File: config.mk
export PLATFORM = sky130hd
export DESIGN_NAME = fat_tree_route_hops
export DESIGN_NICKNAME = d
export VERILOG_FILES = /design/src/rtl/ftrh_pkg.sv /design/src/rtl/ftrh_div_stage.sv /design/src/rtl/ftrh_route.sv /design/src/rtl/ftrh_hop_ser.sv /design/src/rtl/fat_tree_route_hops.sv
export SDC_FILE = /design/constraint.sdc
export NUM_CORES = 2
export LEC_CHECK = 0
export BUFFER_PORTS_ARGS = -buffer_cell sky130_fd_sc_hd__buf_2
export CORE_UTILIZATION = 55
export CTS_BUF_LIST = sky130_fd_sc_hd__clkbuf_8 sky130_fd_sc_hd__clkbuf_16
export CTS_CLUSTER_DIAMETER = 100
export CTS_CLUSTER_SIZE = 20
export DETAILED_ROUTE_END_ITERATION = 16
export HOLD_SLACK_MARGIN = 0.15
export PLACE_DENSITY = 0.74
export SLEW_MARGIN = 20
export SYNTH_ARGS = -nofsm -noshare
export SYNTH_HDL_FRONTEND = slang
export SYNTH_SLANG_ARGS = --single-unit
File: constraint.sdc
create_clock -name clk -period 10.4 [get_ports clk]
set_input_delay 1.04 -clock clk [delete_from_list [all_inputs] [get_ports clk]]
set_output_delay 1.04 -clock clk [all_outputs]
set_load 0.01 [all_outputs]
File: src/rtl/ftrh_pkg.sv
// Shared types and constants for the fat tree route hop generator.
package ftrh_pkg;

  // Field widths
  localparam int NPU_W  = 16;
  localparam int HALF_W = 6;
  localparam int ID_W   = 17;
  localparam int HH_W   = 11;
  localparam int LEAF_W = 11;
  localparam int IDX_W  = 3;
  localparam int HOPS   = 7;

  // Largest usable half radix
  localparam logic [HALF_W-1:0] HALF_MAX = 6'd32;

  // Divider: quotient bits resolved per stage, stages per division
  localparam int DIV_STEPS  = 4;
  localparam int DIV_STAGES = NPU_W / DIV_STEPS;

  // Configuration register indexes
  localparam logic REG_HALF_K    = 1'b0;
  localparam logic REG_NPU_COUNT = 1'b1;

  // Item state carried down the divider pipeline
  typedef struct packed {
    logic [NPU_W-1:0]  src;
    logic [NPU_W-1:0]  dst;
    logic [HALF_W-1:0] h;
    logic [HH_W-1:0]   hh;
    logic [NPU_W-1:0]  npus;
    logic              bad;
    logic [NPU_W-1:0]  a_dq;
    logic [HALF_W-1:0] a_rem;
    logic [NPU_W-1:0]  b_dq;
    logic [HALF_W-1:0] b_rem;
    logic [LEAF_W-1:0] sl;
    logic [LEAF_W-1:0] dl;
  } stage_t;

  // Finished route waiting to be sent hop by hop
  typedef struct packed {
    logic [HOPS-1:0][ID_W-1:0] ids;
    logic [IDX_W-1:0]          last_idx;
    logic                      bad;
  } route_t;

endpackage

File: src/rtl/ftrh_div_stage.sv
// One divider pipeline stage: four restoring division steps on two lanes.
module ftrh_div_stage (
  input  logic            clk,
  input  logic            rst,
  input  logic            up_valid,
  output logic            up_ready,
  input  ftrh_pkg::stage_t up_data,
  output logic            dn_valid,
  input  logic            dn_ready,
  output ftrh_pkg::stage_t dn_data
);
  import ftrh_pkg::*;

  stage_t            nxt;
  logic [HALF_W:0]   a_r, b_r, dv;
  logic              a_ge, b_ge;
  logic [HALF_W:0]   a_sub, b_sub;

  // Resolve DIV_STEPS quotient bits, MSB first, for source and destination
  always_comb begin
    nxt = up_data;
    dv  = {1'b0, up_data.h};
    a_r = '0;
    b_r = '0;
    a_ge = 1'b0;
    b_ge = 1'b0;
    a_sub = '0;
    b_sub = '0;
    for (int i = 0; i < DIV_STEPS; i++) begin
      a_r   = {nxt.a_rem, nxt.a_dq[NPU_W-1]};
      a_ge  = a_r >= dv;
      a_sub = a_r - dv;
      nxt.a_rem = a_ge ? a_sub[HALF_W-1:0] : a_r[HALF_W-1:0];
      nxt.a_dq  = {nxt.a_dq[NPU_W-2:0], a_ge};
      b_r   = {nxt.b_rem, nxt.b_dq[NPU_W-1]};
      b_ge  = b_r >= dv;
      b_sub = b_r - dv;
      nxt.b_rem = b_ge ? b_sub[HALF_W-1:0] : b_r[HALF_W-1:0];
      nxt.b_dq  = {nxt.b_dq[NPU_W-2:0], b_ge};
    end
  end

  // Advance when empty or when downstream takes the held beat
  assign up_ready = !dn_valid || dn_ready;

  always_ff @(posedge clk) begin
    if (rst) begin
      dn_valid <= 1'b0;
    end else if (up_ready) begin
      dn_valid <= up_valid;
    end
  end

  always_ff @(posedge clk) begin
    if (up_ready && up_valid) begin
      dn_data <= nxt;
    end
  end

`ifndef ASSERT_OFF
  // Partial remainders always stay below the divisor
  a_rem_bound: assert property (@(posedge clk) disable iff (rst)
    dn_valid |-> (dn_data.a_rem < dn_data.h) && (dn_data.b_rem < dn_data.h))
    else $error("divider remainder not below divisor");
`endif

endmodule

File: src/rtl/ftrh_route.sv
// Route stage: turns leaf, pod and slot numbers into the device id of every hop.
module ftrh_route (
  input  logic             clk,
  input  logic             rst,
  input  logic             up_valid,
  output logic             up_ready,
  input  ftrh_pkg::stage_t up_data,
  output logic             dn_valid,
  input  logic             dn_ready,
  output ftrh_pkg::route_t dn_data
);
  import ftrh_pkg::*;

  route_t                 nxt;
  logic [HALF_W-1:0]      sp, dp, ss, ds;
  logic [2*HALF_W-1:0]    sp_h, dp_h, ss_h;
  logic [ID_W-1:0]        leaf_base, spine_base, core_base;
  logic [ID_W-1:0]        src_id, dst_id, sleaf, dleaf, sspine, dspine, core;

  always_comb begin
    sp = up_data.a_dq[HALF_W-1:0];
    ss = up_data.a_rem;
    dp = up_data.b_dq[HALF_W-1:0];
    ds = up_data.b_rem;
    sp_h = sp * up_data.h;
    dp_h = dp * up_data.h;
    ss_h = ss * up_data.h;
    leaf_base  = {1'b0, up_data.npus};
    spine_base = leaf_base + {5'b0, up_data.hh, 1'b0};
    core_base  = spine_base + {6'b0, up_data.hh};
    src_id = {1'b0, up_data.src};
    dst_id = {1'b0, up_data.dst};
    sleaf  = leaf_base + {6'b0, up_data.sl};
    dleaf  = leaf_base + {6'b0, up_data.dl};
    sspine = spine_base + {5'b0, sp_h} + {11'b0, ss};
    dspine = spine_base + {5'b0, dp_h} + {11'b0, ss};
    core   = core_base + {5'b0, ss_h} + {11'b0, ds};

    // Pick the route shape: error, same leaf, same pod, or across the core
    nxt.ids = '0;
    nxt.bad = 1'b0;
    if (up_data.bad) begin
      nxt.bad      = 1'b1;
      nxt.last_idx = 3'd0;
    end else if (up_data.sl == up_data.dl) begin
      nxt.ids[0]   = src_id;
      nxt.ids[1]   = sleaf;
      nxt.ids[2]   = dst_id;
      nxt.last_idx = 3'd2;
    end else if (sp == dp) begin
      nxt.ids[0]   = src_id;
      nxt.ids[1]   = sleaf;
      nxt.ids[2]   = sspine;
      nxt.ids[3]   = dleaf;
      nxt.ids[4]   = dst_id;
      nxt.last_idx = 3'd4;
    end else begin
      nxt.ids[0]   = src_id;
      nxt.ids[1]   = sleaf;
      nxt.ids[2]   = sspine;
      nxt.ids[3]   = core;
      nxt.ids[4]   = dspine;
      nxt.ids[5]   = dleaf;
      nxt.ids[6]   = dst_id;
      nxt.last_idx = 3'd6;
    end
  end

  assign up_ready = !dn_valid || dn_ready;

  always_ff @(posedge clk) begin
    if (rst) begin
      dn_valid <= 1'b0;
    end else if (up_ready) begin
      dn_valid <= up_valid;
    end
  end

  always_ff @(posedge clk) begin
    if (up_ready && up_valid) begin
      dn_data <= nxt;
    end
  end

endmodule

File: src/rtl/ftrh_hop_ser.sv
// Hop serializer: holds one route and sends one hop beat per cycle while out_stall is low.
module ftrh_hop_ser (
  input  logic                     clk,
  input  logic                     rst,
  input  logic                     up_valid,
  output logic                     up_ready,
  input  ftrh_pkg::route_t         up_data,
  output logic                     out_valid,
  input  logic                     out_stall,
  output logic [ftrh_pkg::ID_W-1:0]  device_id,
  output logic [ftrh_pkg::IDX_W-1:0] hop_index,
  output logic                     last_hop,
  output logic                     bad_request
);
  import ftrh_pkg::*;

  route_t           route;
  logic [IDX_W-1:0] idx;
  logic             take;

  assign take        = out_valid && !out_stall;
  assign device_id   = route.ids[idx];
  assign hop_index   = idx;
  assign last_hop    = idx == route.last_idx;
  assign bad_request = route.bad;

  // Load the next route once the final beat of this one is taken
  assign up_ready = !out_valid || (take && last_hop);

  always_ff @(posedge clk) begin
    if (rst) begin
      out_valid <= 1'b0;
      idx       <= '0;
    end else if (up_ready) begin
      out_valid <= up_valid;
      idx       <= '0;
    end else if (take) begin
      idx <= idx + 3'd1;
    end
  end

  always_ff @(posedge clk) begin
    if (up_ready && up_valid) begin
      route <= up_data;
    end
  end

`ifndef ASSERT_OFF
  // An error result is a single beat
  bad_single: assert property (@(posedge clk) disable iff (rst)
    out_valid && bad_request |-> hop_index == 3'd0 && last_hop)
    else $error("error result is not a single beat");

  // Hops of one route go out in order with no gap
  hop_order: assert property (@(posedge clk) disable iff (rst)
    out_valid && !out_stall && !last_hop |=>
      out_valid && hop_index == $past(hop_index) + 3'd1)
    else $error("hop sequence broken");

  // Normal routes end after three, five or seven hops
  route_len: assert property (@(posedge clk) disable iff (rst)
    out_valid && last_hop && !bad_request |->
      hop_index == 3'd2 || hop_index == 3'd4 || hop_index == 3'd6)
    else $error("route length is not 3, 5 or 7");
`endif

endmodule

File: src/rtl/fat_tree_route_hops.sv
// Top level of the fat tree route hop generator.
//
// Input channel (in_valid / in_stall) takes one request beat: src_npu and
// dest_npu. Output channel (out_valid / out_stall) returns one beat per hop:
// device_id, hop_index, last_hop and bad_request. A route is 3, 5 or 7 beats;
// a request with an endpoint not below npu_count gives one beat with
// bad_request set. The config port (cfg_we, cfg_index, cfg_data) writes
// half_k (index 0) and npu_count (index 1); write only while idle.
// Pipeline: one entry stage, eight divider stages (leaf, then pod and slot,
// four quotient bits per stage), one route stage and the hop serializer.
// The pipeline takes a new request every cycle until it fills; sustained
// throughput is set by the single hop beat per cycle on the output channel,
// so each route holds it for one beat per hop (one beat for an error). Reset
// empties the pipeline and loads half_k = 2, npu_count = 16. When out_stall
// is high the current hop holds and the stall backs up stage by stage to
// in_stall; nothing is lost.
module fat_tree_route_hops (
  input  logic        clk,
  input  logic        rst,
  input  logic        cfg_we,
  input  logic        cfg_index,
  input  logic [15:0] cfg_data,
  input  logic        in_valid,
  output logic        in_stall,
  input  logic [15:0] src_npu,
  input  logic [15:0] dest_npu,
  output logic        out_valid,
  input  logic        out_stall,
  output logic [16:0] device_id,
  output logic [2:0]  hop_index,
  output logic        last_hop,
  output logic        bad_request
);
  import ftrh_pkg::*;

  localparam int NDIV = 2 * DIV_STAGES;

  logic [HALF_W-1:0] half_k;
  logic [NPU_W-1:0]  npu_count;

  logic [HALF_W-1:0]   h_eff;
  logic [2*HALF_W-1:0] hh_full;
  stage_t              entry_next, entry;
  logic                entry_valid;

  stage_t div_in  [NDIV];
  stage_t div_out [NDIV];
  logic   div_in_valid  [NDIV];
  logic   div_in_ready  [NDIV];
  logic   div_out_valid [NDIV];
  logic   div_out_ready [NDIV];

  stage_t              mid;
  logic [NPU_W-1:0]    two_hh;

  logic   route_valid, route_ready;
  route_t route;
  logic   ser_ready;

  // Configuration registers
  always_ff @(posedge clk) begin
    if (rst) begin
      half_k    <= 6'd2;
      npu_count <= 16'd16;
    end else if (cfg_we) begin
      unique case (cfg_index)
        REG_HALF_K:    half_k    <= cfg_data[HALF_W-1:0];
        REG_NPU_COUNT: npu_count <= cfg_data;
        default: ;
      endcase
    end
  end

  // Entry: clamp half_k, range check, seed both dividers with the endpoints
  always_comb begin
    if (half_k == '0) begin
      h_eff = 6'd1;
    end else if (half_k > HALF_MAX) begin
      h_eff = HALF_MAX;
    end else begin
      h_eff = half_k;
    end
    hh_full          = h_eff * h_eff;
    entry_next.src   = src_npu;
    entry_next.dst   = dest_npu;
    entry_next.h     = h_eff;
    entry_next.hh    = hh_full[HH_W-1:0];
    entry_next.npus  = npu_count;
    entry_next.bad   = (src_npu >= npu_count) || (dest_npu >= npu_count);
    entry_next.a_dq  = src_npu;
    entry_next.a_rem = '0;
    entry_next.b_dq  = dest_npu;
    entry_next.b_rem = '0;
    entry_next.sl    = '0;
    entry_next.dl    = '0;
  end

  assign in_stall = entry_valid && !div_in_ready[0];

  always_ff @(posedge clk) begin
    if (rst) begin
      entry_valid <= 1'b0;
    end else if (!in_stall) begin
      entry_valid <= in_valid;
    end
  end

  always_ff @(posedge clk) begin
    if (!in_stall && in_valid) begin
      entry <= entry_next;
    end
  end

  // Between the two divisions: clamp leaves beyond capacity to leaf 0, then
  // divide the leaf numbers by h for pod and slot
  always_comb begin
    mid    = div_out[DIV_STAGES-1];
    two_hh = {4'b0, mid.hh, 1'b0};
    mid.sl = (mid.a_dq >= two_hh) ? '0 : mid.a_dq[LEAF_W-1:0];
    mid.dl = (mid.b_dq >= two_hh) ? '0 : mid.b_dq[LEAF_W-1:0];
    mid.a_dq  = {5'b0, mid.sl};
    mid.a_rem = '0;
    mid.b_dq  = {5'b0, mid.dl};
    mid.b_rem = '0;
  end

  // Divider pipeline
  for (genvar g = 0; g < NDIV; g++) begin : g_div
    if (g == 0) begin : g_first
      assign div_in[g]       = entry;
      assign div_in_valid[g] = entry_valid;
    end else if (g == DIV_STAGES) begin : g_mid
      assign div_in[g]       = mid;
      assign div_in_valid[g] = div_out_valid[g-1];
    end else begin : g_mid_chain
      assign div_in[g]       = div_out[g-1];
      assign div_in_valid[g] = div_out_valid[g-1];
    end

    if (g == NDIV - 1) begin : g_last
      assign div_out_ready[g] = route_ready;
    end else begin : g_inner
      assign div_out_ready[g] = div_in_ready[g+1];
    end

    ftrh_div_stage u_div (
      .clk      (clk),
      .rst      (rst),
      .up_valid (div_in_valid[g]),
      .up_ready (div_in_ready[g]),
      .up_data  (div_in[g]),
      .dn_valid (div_out_valid[g]),
      .dn_ready (div_out_ready[g]),
      .dn_data  (div_out[g])
    );
  end

  ftrh_route u_route (
    .clk      (clk),
    .rst      (rst),
    .up_valid (div_out_valid[NDIV-1]),
    .up_ready (route_ready),
    .up_data  (div_out[NDIV-1]),
    .dn_valid (route_valid),
    .dn_ready (ser_ready),
    .dn_data  (route)
  );

  ftrh_hop_ser u_ser (
    .clk         (clk),
    .rst         (rst),
    .up_valid    (route_valid),
    .up_ready    (ser_ready),
    .up_data     (route),
    .out_valid   (out_valid),
    .out_stall   (out_stall),
    .device_id   (device_id),
    .hop_index   (hop_index),
    .last_hop    (last_hop),
    .bad_request (bad_request)
  );

endmodule

==> flow_metrics.env <==
export IMPL_yosysWarnings=0
export IMPL_final_weighted_congestion_in_routability_driven_placement=0.924
export IMPL_grt_overflow_total=0
export IMPL_grt_max_degree=79
export IMPL_muxShareOfSynthArea_pct=4.32
export IMPL_synth_seq_cells=1114
export IMPL_drv_cap=0
export IMPL_drtIter0Drc=2746
export IMPL_route_detailed_drc=0
export IMPL_synth_enable_flop_cells=1078
export IMPL_firstDrtPassIters=6
export IMPL_cts_made_buffers=68
export IMPL_setup_violations_final=0
export IMPL_maximum_single_stage_delay_on_the_critical_path_ns=0.56
export IMPL_dpl_wire_length_um=97600
export IMPL_num_io_pins=78
export IMPL_rows=122
export IMPL_worst_setup_path_start_kind="flop"
export IMPL_clk_root_buffer_cell="sky130_fd_sc_hd__clkbuf_16"
export IMPL_number_of_vias_after_detailed_routing=37700
export IMPL_critical_path_arrival_ns=9.78
export IMPL_die_area_um2=114000
export IMPL_combinational_family_with_the_most_area_after_synthesis="adder cells"
export IMPL_post_synth_xor_area_fraction_pct=3.37
export IMPL_mappedNetlistArea_um2=61800
export IMPL_holdCritPathClass="flop to flop"
export IMPL_via_count_of_the_first_global_routing_pass=37500
export IMPL_synth_ff_type="sky130_fd_sc_hd__edfxtp_1"
export IMPL_fin_util_pct=59.6
export IMPL_wl_per_cell_um=19.4
export IMPL_finish_net_count=5878
export IMPL_result_of_the_run="finished clean"
export IMPL_detailroute_wirelength_met2_um=62800
export IMPL_crit_reg2reg_capture="g_div[2].u_div.dn_data[45]$_DFFE_PP_"
export IMPL_synth_cell_type_count=98
export IMPL_worst_setup_path_type="flop to flop"
export IMPL_yosysSeqAreaShare_pct=53.5
export IMPL_final_max_slew_viol_count=0
export IMPL_period_needed_ns=9.39
export IMPL_max_ir_drop_vdd_mv=0.398
export IMPL_cp_data_required_time_ns=10.79
export IMPL_layoutNonFillerInstCount=6655
export IMPL_critical_path_endpoint="g_div[2].u_div.dn_data[45]$_DFFE_PP_"
export IMPL_synthesis_area_per_instance_um2=12.3
export IMPL_power_density_nw_per_um2=213
export IMPL_cts_sinks=1114
export IMPL_cp_max_fo=12
export IMPL_total_leakage_power_nw=26.2
export IMPL_setup_worst_path_start="g_div[1].u_div.dn_data[95]$_DFFE_PP_"
export IMPL_core_area_um2=111000
export IMPL_slowest_stage="sky130_fd_sc_hd__edfxtp_1"
export IMPL_relative_slew_margins_pct=30.2
export IMPL_post_synth_fa_ha_maj_area_fraction_pct=16.1
export IMPL_share_of_the_synthesized_area_in_compound_gates_ao_oa_aoi_oai_pct=9.29
export IMPL_rrSetupSlack_ns=1.01
export IMPL_cts_tree="built"
export IMPL_routed_wirelength_um=129000
export IMPL_area_growth_pct=7.13
export IMPL_synth_simple_area_share_pct=9.66
export IMPL_endpoint_kind="flop"
export IMPL_final_fill_count=8718
export IMPL_netlist_instances=5012
export IMPL_antenna_found_initial=9
export IMPL_detailroute_wirelength_met3_um=5860
export IMPL_buffer_ports_inserted=77
export IMPL_post_route_cells_drive_above_1_share_pct=7.75
export IMPL_layout_common_cells="sky130_fd_sc_hd__edfxtp_1, sky130_fd_sc_hd__inv_1, sky130_fd_sc_hd__ha_1, sky130_fd_sc_hd__nor2_1, sky130_fd_sc_hd__nand2_1"
export IMPL_timing_worst_slew_pin_value_ns=1.02
export IMPL_final_hold_worst_slack_ns=0.407
export IMPL_grt_pass1_wl_um=203000
export IMPL_insertion_delay_ns=0.65
export IMPL_vias_per_instance=5.67
export IMPL_final_period_utilization_pct=90.3
export IMPL_clock_path_buffers=3
export IMPL_initial_cell_density_of_the_core_pct=55.6
export IMPL_cts_hold_buf=0
export IMPL_regToRegStartpoint="g_div[1].u_div.dn_data[95]$_DFFE_PP_"
export IMPL_clock_tree_htree_level_count=3
export IMPL_ant_nets=0
export IMPL_most_frequent_standard_cell_in_the_layout_excluding_fill_and_tap_cells="sky130_fd_sc_hd__edfxtp_1"
export IMPL_rsz_0062_raised_after_global_routing="false"
export IMPL_groute_usage_overall_pct=22.9
export IMPL_worstRegToRegCells=34
export IMPL_die_width_um=337
export IMPL_synth_async_sr_flop_share_pct=0
export IMPL_final_hold_viol_count=0
export IMPL_placed_cells=6540
export IMPL_top_layer="met5"
export IMPL_met1_length_um=57100
export IMPL_finClkSkew_ns=0.0269
export IMPL_cts_clk_slew_worst_paths_ns=0.08
export IMPL_maxClockFrequency_ghz=0.107
export IMPL_fp_dieH_um=337
export IMPL_tns_ns=0
==> metrics by stage <==
step	power, mW	setup WS (ns)	area (um2)
3_5_place_dp	11.4	0.660	64200
4_1_cts	14.1	0.602	66200
3_3_place_gp	11.3	0.899	64200
2_1_floorplan	10.3	0.638	61900
6_report	14.1	1.01	66300
5_1_grt	15.0	0.147	66300
==> repair_timing <==
action / 4_1_cts / 5_1_grt
buffers inserted: 0 / 4
endpoints found under the setup margin: 0 / 14
resized for setup: 0 / 4
==> sequential cells by signal (all words and copies together) (netlist names) <==
name                  flops
u_route.dn_data         120
u_route.dn_valid          1
div_in                   64
u_ser.bad_request         1
u_ser.route             119
u_ser.hop_index           3
npu_count                16
g_div.u_div.dn_data     774
g_div.u_div.dn_valid      8
u_ser.out_valid           1
half_k                    6
entry_valid               1
==> cell families (layout without fill, tap and decap cells) <==
kind of cell | count (synthesis) | count (layout)
simple gates | 1217 | 1217
flops | 1114 | 1114
compound gates | 899 | 899
fa+ha+maj | 698 | 698
buf+inv | 614 | 760
xor+xnor | 238 | 238
mux | 230 | 230
other cells | 2 | 11
==> where the power goes <==
| part | switching [mW] | internal (mW) | leakage, nW |
|---|---|---|---|
| Sequential | 0.0888 | 5.28 | 10.2 |
| Clock | 1.40 | 1.31 | 1.09 |
| Combinational | 3.16 | 2.87 | 15.0 |
==> critical path, delay by kind of cell, from the launching register on <==
kind / cells / cell delay (ns)
adder cells (fa/ha/maj): 4 / 1.19
AO/OA/AOI/OAI: 15 / 3.39
multiplexers: 4 / 1.67
flip-flops: 1 / 0.56
buffers and inverters: 3 / 0.70
AND/OR/NAND/NOR: 8 / 1.65
==> synthesized netlist by cell type, drive strengths merged (18+ instances only) <==
master  count  share of area (%)
nand2     318                1.9
nand3      62               0.50
or2        19               0.19
dfxtp      36                1.2
o21a       49               0.59
nor2      346                2.1
a31oi      32               0.32
mux2i      96                1.6
and3       65               0.67
and2       89               0.90
clkbuf     66               0.40
a211oi     26               0.37
xnor2     143                2.0
nor3b      30               0.36
ha        536                 11
o31ai      18               0.22
inv       540                3.3
nor3       57               0.49
nor2b     101                1.0
fa        162                5.2
mux2      118                2.2
xor2       95                1.3
a21oi     305                2.5
nand2b     48               0.49
o211ai     25               0.31
a21o       69               0.84
o21ai     189                1.5
nand4      22               0.22
edfxtp   1078                 52
a21boi     36               0.44
==> layer usage <==
metal	global-route usage (%)	vias to the layer above
met5	0	-
met4	6.37	2
met3	2.62	208
met2	39.4	937
met1	30.8	18300
li1	-	18300
==> worst min path at each step <==
stage | startpoint | to | slack, ns | cells after the start
floorplan | div_in[963]$_DFFE_PP_ | g_div[0].u_div.dn_data[111]$_DFFE_PP_ | 0.40 | 0
global placement | u_route.dn_data[48]$_SDFFCE_PP0P_ | u_ser.route[48]$_DFFE_PP_ | 0.40 | 0
detailed placement | div_in[993]$_DFFE_PP_ | g_div[0].u_div.dn_data[69]$_DFFE_PP_ | 0.40 | 0
CTS | g_div[5].u_div.dn_data[86]$_DFFE_PP_ | g_div[6].u_div.dn_data[86]$_DFFE_PP_ | 0.40 | 0
global route | g_div[4].u_div.dn_data[101]$_DFFE_PP_ | g_div[5].u_div.dn_data[101]$_DFFE_PP_ | 0.41 | 0
finish | g_div[5].u_div.dn_data[86]$_DFFE_PP_ | g_div[6].u_div.dn_data[86]$_DFFE_PP_ | 0.41 | 0
==> layout make-up <==
class	count	area, um2	share of cell area, %
multi-input combinational	3289	26500	40.1
antenna	4	10.0	0.0151
tap	1488	1860	2.81
clock buffer	70	1750	2.64
sequential	1114	33100	50.0
timing repair buffer	112	648	0.978
clock inverter	37	303	0.457
inverter	541	2040	3.07
(Power assumes the default switching activity.)
